[src/rtl/sfta_pkg.sv]
`timescale 1ns / 1ps
package sfta_pkg;

	localparam int unsigned MaxVerticesDefault = 2048;

	// commands
	localparam logic [1:0] CMD_LOAD  = 2'd0;
	localparam logic [1:0] CMD_START = 2'd1;
	localparam logic [1:0] CMD_VERT  = 2'd2;

	// register indexes
	localparam logic [2:0] REG_SCALE_X = 3'd0;
	localparam logic [2:0] REG_SCALE_Y = 3'd1;
	localparam logic [2:0] REG_SCALE_Z = 3'd2;
	localparam logic [2:0] REG_TRANS_X = 3'd3;
	localparam logic [2:0] REG_TRANS_Y = 3'd4;
	localparam logic [2:0] REG_TRANS_Z = 3'd5;
	localparam logic [2:0] REG_SNAP    = 3'd6;
	localparam logic [2:0] REG_MSCALE  = 3'd7;

	localparam logic [12:0] POS_MAX = 13'd8191;

	// one classified vertex handed from front to back
	typedef struct packed {
		logic        fan;
		logic        first;   // vertex position zero
		logic        emit;    // vertex position two or more
		logic        odd;     // strip parity of the vertex position
		logic        in_range;
		logic [31:0] s;
		logic [31:0] t;
	} vtx_job_t;

	typedef struct packed {
		logic [23:0] scale_x;
		logic [23:0] scale_y;
		logic [23:0] scale_z;
		logic [31:0] trans_x;
		logic [31:0] trans_y;
		logic [31:0] trans_z;
		logic [8:0]  snap;
		logic [15:0] mscale;
	} cfg_t;

	typedef struct packed {
		logic [31:0] s;
		logic [31:0] t;
		logic [31:0] x;
		logic [31:0] z;
		logic [31:0] y;
	} vtx_t;

endpackage

[src/rtl/sfta_front.sv]
`timescale 1ns / 1ps
module sfta_front #(
	parameter int unsigned MAX_VERTICES = sfta_pkg::MaxVerticesDefault
) (
	input  logic                clk,
	input  logic                arst_n,
	input  logic                in_valid,
	output logic                in_stall,
	input  logic [1:0]          command,
	input  logic [10:0]         vertex_index,
	input  logic [13:0]         prim_count,
	input  logic [31:0]         tex_s,
	input  logic [31:0]         tex_t,
	output logic                job_valid,
	input  logic                job_stall,
	output sfta_pkg::vtx_job_t  job,
	output logic [10:0]         job_index
);

	logic        fan_q;
	logic [12:0] pos_q;
	logic        take;

	// the front takes a transfer whenever the output slot is free or draining
	assign in_stall = job_valid & job_stall;
	assign take     = in_valid & ~in_stall;

	// primitive tracking
	always_ff @(posedge clk or negedge arst_n) begin
		if (!arst_n) begin
			fan_q <= 1'b0;
			pos_q <= '0;
		end else if (take) begin
			if (command == sfta_pkg::CMD_START) begin
				fan_q <= (prim_count == '0) | prim_count[13];
				pos_q <= '0;
			end else if (command == sfta_pkg::CMD_VERT) begin
				pos_q <= (pos_q >= sfta_pkg::POS_MAX) ? sfta_pkg::POS_MAX - 13'd1
				                                      : pos_q + 13'd1;
			end
		end
	end

	// job slot, loads travel too so store writes stay in order
	always_ff @(posedge clk or negedge arst_n) begin
		if (!arst_n) begin
			job_valid <= 1'b0;
		end else if (!in_stall) begin
			job_valid <= take & ((command == sfta_pkg::CMD_VERT) |
			                     (command == sfta_pkg::CMD_LOAD));
		end
	end

	always_ff @(posedge clk) begin
		if (take) begin
			job.fan      <= fan_q;
			job.first    <= (pos_q == '0);
			job.emit     <= (pos_q >= 13'd2);
			job.odd      <= pos_q[0] ^ 1'b0;
			job.in_range <= (32'(vertex_index) < MAX_VERTICES);
			job.s        <= tex_s;
			job.t        <= tex_t;
			job_index    <= vertex_index;
		end
	end

endmodule

[config.mk]
export PLATFORM = sky130hd
export DESIGN_NAME = sfta_front
export DESIGN_NICKNAME = d
export VERILOG_FILES = /design/src/rtl/sfta_pkg.sv /design/src/rtl/sfta_front.sv
export SDC_FILE = /design/constraint.sdc
export NUM_CORES = 1
export LEC_CHECK = 0
export ABC_CLOCK_PERIOD_IN_PS = 22300
export BUFFER_PORTS_ARGS = -buffer_cell sky130_fd_sc_hd__buf_4
export CORE_MARGIN = 5
export CORE_UTILIZATION = 48
export DETAILED_ROUTE_END_ITERATION = 16
export GPL_TIMING_DRIVEN = 0
export PLACE_DENSITY = 0.88
export SETUP_SLACK_MARGIN = 0.02
export SLEW_MARGIN = 30
export SYNTH_ARGS = -nofsm -noshare
export SYNTH_HDL_FRONTEND = slang
export SYNTH_SLANG_ARGS = --single-unit
[constraint.sdc]
create_clock -name clk -period 22.3 [get_ports clk]
set_input_delay 0 -clock clk [delete_from_list [all_inputs] [get_ports clk]]
set_output_delay 0 -clock clk [all_outputs]
set_load 0.02 [all_outputs]
==> results of run 1 <==
[repair_timing]
action / in CTS / in global routing
endpoints found under the setup margin: 0 / 0
endpoints found under the hold margin: 92 / 0
setup buffers: 0 / 0
hold buffers: 78 / 0
[cell usage after synthesis (2+ instances only)]
master | instances | area (um^2)
buf_2 | 3 | 15.0
a21oi_1 | 9 | 45.0
nor4_1 | 6 | 37.5
nand3_1 | 3 | 15.0
ha_1 | 6 | 75.1
edfxtp_1 | 79 | 2370
nor2_1 | 8 | 30.0
nand2_1 | 4 | 15.0
inv_1 | 8 | 30.0
nand4_1 | 2 | 12.5
nor3_1 | 5 | 25.0
a31oi_1 | 7 | 43.8
o22a_1 | 2 | 17.5
dfrtp_1 | 15 | 375
buf_4 | 2 | 15.0
nand2b_1 | 2 | 12.5
a41oi_1 | 3 | 26.3
[through the flow]
step	hold WS, ps	util (%)
final	18.4	86.9
after global routing	35.2	86.9
after CTS	4.83	86.9
after detailed placement	-131	71.9
after global placement	-133	70.7
after floorplan	-296	-
[state kept, by name, indices dropped and copies added (netlist names)]
| name | flops |
|---|---|
| job_index | 11 |
| pos_q | 13 |
| job | 68 |
| job_valid | 1 |
| fan_q | 1 |
[cell usage in the layout (no fill, tap or decap), drive strengths merged, types with 4 or more instances in the layout]
| cell | Yosys | final |
|---|---|---|
| nor3 | 5 | 5 |
| dlygate4sd3 | 0 | 78 |
| dfrtp | 15 | 15 |
| edfxtp | 79 | 79 |
| nor4 | 6 | 6 |
| buf | 6 | 185 |
| nand3 | 4 | 4 |
| a21oi | 10 | 10 |
| a31oi | 7 | 7 |
| nor2 | 8 | 8 |
| ha | 6 | 6 |
| clkbuf | 1 | 11 |
| nand2 | 4 | 4 |
| inv | 8 | 10 |
[worst max-delay path by stage]
stage | startpoint | endpoint | slack [ps]
after floorplan | job_valid$_DFFE_PN0N_ | pos_q[6]$_DFFE_PN0P_ | 14560
after global placement | job_valid$_DFFE_PN0N_ | pos_q[6]$_DFFE_PN0P_ | 12240
after detailed placement | pos_q[0]$_DFFE_PN0P_ | pos_q[8]$_DFFE_PN0P_ | 20400
after CTS | pos_q[0]$_DFFE_PN0P_ | pos_q[1]$_DFFE_PN0P_ | 20380
after global routing | pos_q[1]$_DFFE_PN0P_ | pos_q[8]$_DFFE_PN0P_ | 20120
final | pos_q[1]$_DFFE_PN0P_ | pos_q[2]$_DFFE_PN0P_ | 20210
[where the power goes]
part / switching (mW) / internal (mW) / leakage (nW)
logic: 0.0482 / 0.0423 / 1.48
registers: 0.0117 / 0.208 / 0.962
clock network: 0.0702 / 0.0755 / 0.117
[final cells by class]
type / instances / area, um^2 / area share, %
Timing Repair Buffer: 257 / 2170 / 36.5
Sequential cell: 94 / 2750 / 46.3
Clock buffer: 10 / 128 / 2.15
Buffer: 7 / 45.0 / 0.759
Inverter: 8 / 30.0 / 0.506
Clock inverter: 6 / 115 / 1.94
Multi-Input combinational cell: 82 / 582 / 9.80
Tap cell: 96 / 120 / 2.02
[critical path, delay by kind of cell, from the launching register on]
family / cells / cell delay [ps]
adders and majority gates: 1 / 330
and+or+nand+nor: 1 / 470
DFF: 1 / 540
AOI/OAI and AO/OA: 3 / 510
buffers and inverters: 1 / 160
[layer usage]
metal	part of all wire [%]	track usage, %	vias up
met4	4.0	14.8	0
met3	14	12.8	64
met1	34	42.8	1553
li1	-	-	1281
met2	47	53.8	340
met5	0	0	-
[cell families (layout without fill, tap and decap cells)]
family                   Yosys count  in the layout  share of synthesized area, %
adder cells (fa/ha/maj)            6              6                          2.21
other                              1              1                         0.111
AO/OA/AOI/OAI                     35             35                          7.41
flip-flops                        94             94                          81.0
AND/OR/NAND/NOR                   40             40                          7.08
buffers and inverters             15            288                          2.21
==> results.toml, run 1 <==
[critical_path]
rrSetupSlack_ps = 20210
cp-end-kind = "flop"
crit_path_top_delay_cell = "dfrtp_1"
worstReg2RegStart = "pos_q[1]$_DFFE_PN0P_"
worst_r2r_endpoint = "pos_q[2]$_DFFE_PN0P_"
critPathKind = "flop to flop"
start_kind = "flop"
rr_worst_depth = 6
cp_max_fo = 10
critPathMaxStageDelay_ps = 540
cp.arrival_ps = 2380
worstPathRequired_ps = 22590
crit_chain = "ha_1 -> a21oi_1 -> or4_4 -> buf_6 -> a31o_1 -> a21oi_2"

[sta]
slew_viol_final = 0
hold_violations = 0
fmax_mhz = 479
setup_viol = 0
fin_skew_ps = 13.3
fin_crit_sh_pct = 9.37
fin_crit_ps = 2090
rsz0062_at_grt = "false"
worstMarginPinSlew_ps = 641
max_slew_margin_pct = 56.9
fin_tns_setup_ps = 0
finalWorstSetupSlack_ps = 20210

[clock_network]
cts.sinks = 94
cts_tree = "done"
root_buffer = "clkbuf_8"
cts_made_buffers = 9
clkTransAtPathRegs_ps = 100
clk_latency_ps = 370
clock_path_buffers = 2
ctsResizeCount = 0
h-tree-depth = 3

[global_route]
track_usage_pct = 34.4
grt_pass1_wl_um = 21500
grt_max_degree = 24
grt_pass1_vias = 3210
grt_antenna_before_repair = 0
grt.overflow.total = 0

[status]
status = "finished, final reports clean"

[routing]
first_pass_iters = 6
drt-total-wl_um = 15200
avgViaCountPerCell = 5.78
drc = 0
drtIter0Drc = 463
wl_per_cell_um = 27.2
vias = 3238
ant_nets = 0

[yosys]
netlist_instances = 191
synth_area_per_cell_um2 = 17.8
synth.distinct_cells = 44
ys_seq_area_share_pct = 81.0
synth-seq-cells = 94
synth_nets = 292
yosysWarnings = 0
syn_area_mm2 = 0.00339
synth_flop_cell = "edfxtp_1"
synth-edff-count = 79
async_flop_share_pct = 16.0

[finish]
instances_no_fill = 560
final.fill_count = 274
final_layout_size_suffix_gt1_share_pct = 45.0
stdcell_area_mm2 = 0.00593
layout-area-overhead-vs-synth_pct = 74.9
diodes = 0
nets = 560

[pwr]
cellPowerDensity_mw_per_mm2 = 76.8
ir_drop_uv = 57.9
total_power_mw = 0.456
p_leak_nw = 2.56

[placed_design]
port_buffers = 175
dp_cells = 466
hpwl_um = 7910
postPlaceCellArea_mm2 = 0.00491
dpl_worst_slack_ps = 20400
place_congestion = 0.894

[flow_run]
cap_violations = 0

[floorplanning]
start_util_pct = 49.7
io_pins = 177
die_w_um = 94.1
row_count = 30
die_area_mm2 = 0.00885
die_h_um = 94.1
core_mm2 = 0.00683

[hold_path]
hold_class = "input pin to asynchronous set/reset pin"
(Power assumes the default switching activity.)
==> run 2: changes to the inputs <==
Settings changed: ABC_CLOCK_PERIOD_IN_PS 22300 to 1900, CORE_UTILIZATION 48 to 40, PLACE_DENSITY 0.88 to 0.79.
Clock period 22.3 ns to 1.9 ns, I/O delays scaled along.
==> results.toml, run 2 (same netlist as run 1, synthesis figures left out) <==
[status]
status = "finished, final reports clean"

[routing]
ant_nets = 0
route.top_layer_used = "met4"
vias = 3019
first_pass_iters = 5
drtIter0Drc = 287
drt-total-wl_um = 13400
met1Wirelength_um = 4720
avgViaCountPerCell = 5.31
met3WireLength_um = 1340
wl_per_cell_um = 23.5
drc = 0
dr_wl_met2_um = 6910

[sta]
slew_viol_final = 0
fin_tns_setup_ps = 0
fmax_mhz = 548
fin_crit_sh_pct = 96.0
hold_violations = 0
fin_skew_ps = 16.4
rsz0062_at_grt = "false"
fin_crit_ps = 1820
setup_viol = 0

[finish]
mostFrequentLayoutCell = "buf_4"
mostFrequentLayoutCells = "buf_4, edfxtp_1, dlygate4sd3_1"
top_register = "job"
instances_no_fill = 569
layout-area-overhead-vs-synth_pct = 75.1
largest_reg_flops = 68
reg_top3 = "job x68, pos_q x13, job_index x11"
nets = 560
final_layout_size_suffix_gt1_share_pct = 46.9

[critical_path]
cp_max_fo = 10
worst_r2r_endpoint = "pos_q[1]$_DFFE_PN0P_"
cp-end-kind = "flop"
rr_worst_depth = 5
cp.arrival_ps = 2080
critPathMaxStageDelay_ps = 560
path_delay_family = "simple AND/OR/NAND/NOR gates"
crit_path_top_delay_cell = "or4_4"
start_kind = "flop"
worstPathRequired_ps = 2160
crit_chain = "nand4_4 -> or4_4 -> buf_6 -> a211o_1 -> o21ai_2"
critPathKind = "flop to flop"
rrSetupSlack_ps = 80
cp.depth = 5
path_buf_inv = 1
worstReg2RegStart = "pos_q[5]$_DFFE_PN0P_"

[pwr]
power_frac_seq_pct = 50.4
cellPowerDensity_mw_per_mm2 = 857
p_sw_mw = 1.40
internal_power_mw = 3.69
ir_drop_uv = 458
p_sw_share_pct = 27.6
p_comb_share_pct = 20.2
clock_power_share_pct = 29.4
p_leak_nw = 2.54

[placed_design]
place_congestion = 0.845
dp_cells = 475
hpwl_um = 7210
port_buffers = 175

[floorplanning]
die_h_um = 102
core_mm2 = 0.00826
die_area_mm2 = 0.0104
die_w_um = 102
row_count = 33
io_pins = 177
start_util_pct = 41.1

[clock_network]
cts.sinks = 94
root_buffer = "clkbuf_8"
cts_made_buffers = 9
h-tree-depth = 3
clock_path_buffers = 2
cts_tree = "done"
clk_latency_ps = 350
clkTransAtPathRegs_ps = 100
postCtsSetupBuffers = 0

[hold_path]
hold_class = "input pin to asynchronous set/reset pin"

[flow_run]
cap_violations = 0

[global_route]
grt.overflow.total = 0
grt_pass1_wl_um = 19000
grt_pass1_vias = 3102
track_usage_pct = 25.4
grt_antenna_before_repair = 1
grt_max_degree = 24
==> run 2: power groups by stage <==
stage / registers, mW / logic [mW] / clock network (mW)
2_1_floorplan: 2.73 / 0.235 / 0
3_3_place_gp: 2.58 / 0.785 / 0
3_5_place_dp: 2.58 / 0.827 / 0
4_1_cts: 2.54 / 0.974 / 1.45
5_1_grt: 2.58 / 1.09 / 1.60
6_report: 2.57 / 1.03 / 1.49
==> run 2: worst max-delay path by stage <==
stage	start	slack (ps)	end
global placement	job_valid$_DFFE_PN0N_	-1500	pos_q[6]$_DFFE_PN0P_
finish	pos_q[5]$_DFFE_PN0P_	80	pos_q[1]$_DFFE_PN0P_
detailed placement	pos_q[0]$_DFFE_PN0P_	60	pos_q[1]$_DFFE_PN0P_
global route	pos_q[4]$_DFFE_PN0P_	20	pos_q[2]$_DFFE_PN0P_
floorplan	job_valid$_DFFE_PN0N_	-930	pos_q[6]$_DFFE_PN0P_
CTS	pos_q[0]$_DFFE_PN0P_	20	pos_q[1]$_DFFE_PN0P_
==> run 2: layer usage <==
metal / GRT usage, % / vias up
met3: 7.24 / 29
met1: 29.8 / 1484
met5: 0 / -
met2: 44.3 / 220
li1: - / 1286
met4: 9.28 / 0
==> run 2: metrics by stage <==
step	total power, mW	setup slack (ps)	instance area [um^2]	hold slack (ps)	util, %
after floorplan	2.96	-931	3420	-296	-
after global placement	3.36	-1500	4870	-133	59.0
after detailed placement	3.40	59.4	4930	-132	59.7
after CTS	4.96	20.5	5930	34.1	71.8
after global routing	5.27	20.6	5940	27.6	72.0
final	5.09	76.3	5940	32.4	72.0
==> run 2: cell type report <==
class	count	area, um^2
multi-input combinational	82	599
timing repair buffer	257	2150
clock inverter	6	92.6
tap	105	131
antenna	1	2.50
fill	457	2310
sequential	94	2750
buffer	7	57.6
inverter	8	30.0
clock buffer	9	124
==> run 2: repair_timing <==
action | 4_1_cts | 5_1_grt
hold buffers | 78 | 0
setup endpoints to repair | 0 | 10
resized for setup | 0 | 5
hold endpoints to repair | 92 | 0
==> run 3: changes to the inputs <==
Settings changed: CELL_PAD_IN_SITES_DETAIL_PLACEMENT set to 0, CELL_PAD_IN_SITES_GLOBAL_PLACEMENT set to 2, CORE_UTILIZATION 40 to 26.
==> results.toml, run 3 (same netlist as run 1, synthesis figures left out) <==
[floorplanning]
io_pins = 177
start_util_pct = 26.7
core_mm2 = 0.0127
die_h_um = 124
die_area_mm2 = 0.0154
die_w_um = 124
row_count = 41

[global_route]
grt_antenna_before_repair = 0
grt_pass1_vias = 2819
grt_max_degree = 23
grt.overflow.total = 0
grt_pass1_wl_um = 16000
track_usage_pct = 13.1

[placed_design]
hpwl_um = 7400
dp_cells = 542
place_congestion = 0.799
port_buffers = 175

[routing]
drc = 0
avgViaCountPerCell = 4.27
vias = 2730
drtIter0Drc = 152
first_pass_iters = 4
drt-total-wl_um = 10500
wl_per_cell_um = 16.4
ant_nets = 0

[sta]
fin_skew_ps = 3.23
setup_viol = 0
fmax_mhz = 555
hold-worst-slack_ps = 10.9
slew_viol_final = 0
fin_tns_setup_ps = 0
hold_violations = 0
fin_crit_sh_pct = 94.8
fin_crit_ps = 1800
rsz0062_at_grt = "false"

[clock_network]
clk_latency_ps = 330
root_buffer = "clkbuf_16"
clock_path_buffers = 2
cts_made_buffers = 9
h-tree-depth = 3
clkTransAtPathRegs_ps = 60
cts_tree = "done"
cts.sinks = 94

[finish]
reg_top3 = "job x68, pos_q x13, job_index x11"
mostFrequentLayoutCell = "buf_4"
instances_no_fill = 640
mostFrequentLayoutCells = "buf_4, edfxtp_1, dlygate4sd3_1"
top_register = "job"
final_layout_size_suffix_gt1_share_pct = 47.0
layout-area-overhead-vs-synth_pct = 81.5
nets = 565
largest_reg_flops = 68
diodes = 0

[critical_path]
start_kind = "flop"
cp.arrival_ps = 2060
cp-end-kind = "flop"
cp_max_fo = 10
worstPathRequired_ps = 2160
startpoint = "pos_q[5]$_DFFE_PN0P_"
worstReg2RegStart = "pos_q[5]$_DFFE_PN0P_"
critPathKind = "flop to flop"

[pwr]
cellPowerDensity_mw_per_mm2 = 875
ir_drop_uv = 579
total_power_mw = 5.39
p_leak_nw = 2.61

[flow_run]
cap_violations = 0

[hold_path]
hold_class = "input pin to flop"
hold_start = "job_stall"

[status]
status = "finished, final reports clean"
==> run 3: final timing paths <==
check	to	slack, ps	depth (start not counted)
setup reg to reg	pos_q[1]$_DFFE_PN0P_	100	5
max in group asynchronous	pos_q[1]$_DFFE_PN0P_	1640	2
setup / recovery	pos_q[1]$_DFFE_PN0P_	100	5
hold reg to reg	job[68]$_DFFE_PP_	460	0
min in group asynchronous	pos_q[8]$_DFFE_PN0P_	60	2
hold / removal	job[28]$_DFFE_PP_	10	2
==> run 3: repair_timing <==
item / CTS / global route
cloned: 0 / 0
endpoints found under the setup margin: 4 / 24
endpoints found under the hold margin: 92 / 0
hold buffers: 78 / 0
pin swaps: 0 / 2
setup buffers: 0 / 5
gates resized for setup: 2 / 4
==> run 3: critical path: stages, from the launching register on <==
cell and delay, ps:
dfrtp_1 470, nand4_4 180, or4_4 560, buf_6 160, a211o_1 300, o21ai_2 50
==> run 3: cell type report <==
class,count,area (um^2)
fillers,1079,6560
flip-flops and latches,94,2750
repair buffers,262,2190
multi-input cells,82,608
clock buffers,11,233
well taps,172,215
clock inverters,4,72.6
plain buffers,7,57.6
inverters,8,30.0
==> run 3: where the power goes <==
part           switching, mW  internal, mW  total [mW]
Combinational          0.490         0.519        1.01
Sequential            0.0915          2.45        2.54
Clock                  0.699          1.14        1.84
Total                   1.28          4.11        5.39
==> run 3: metrics by stage <==
stage	cell area, um^2	util [%]	setup slack [ps]
floorplan	3420	-	-931
global placement	4950	38.9	-1540
detailed placement	5010	39.4	-89.4
CTS	6110	48.0	45.7
global route	6160	48.4	40.6
finish	6160	48.4	99.3
==> run 3: metal layers <==
layer	GRT usage, %	wire, um	up-vias	part of all wire (%)
met5	0	0	-	0
met4	4.06	169	0	1.6
met3	4.03	691	13	6.6
met2	23.5	5550	118	53
met1	15.0	4080	1305	39
li1	-	-	1294	-
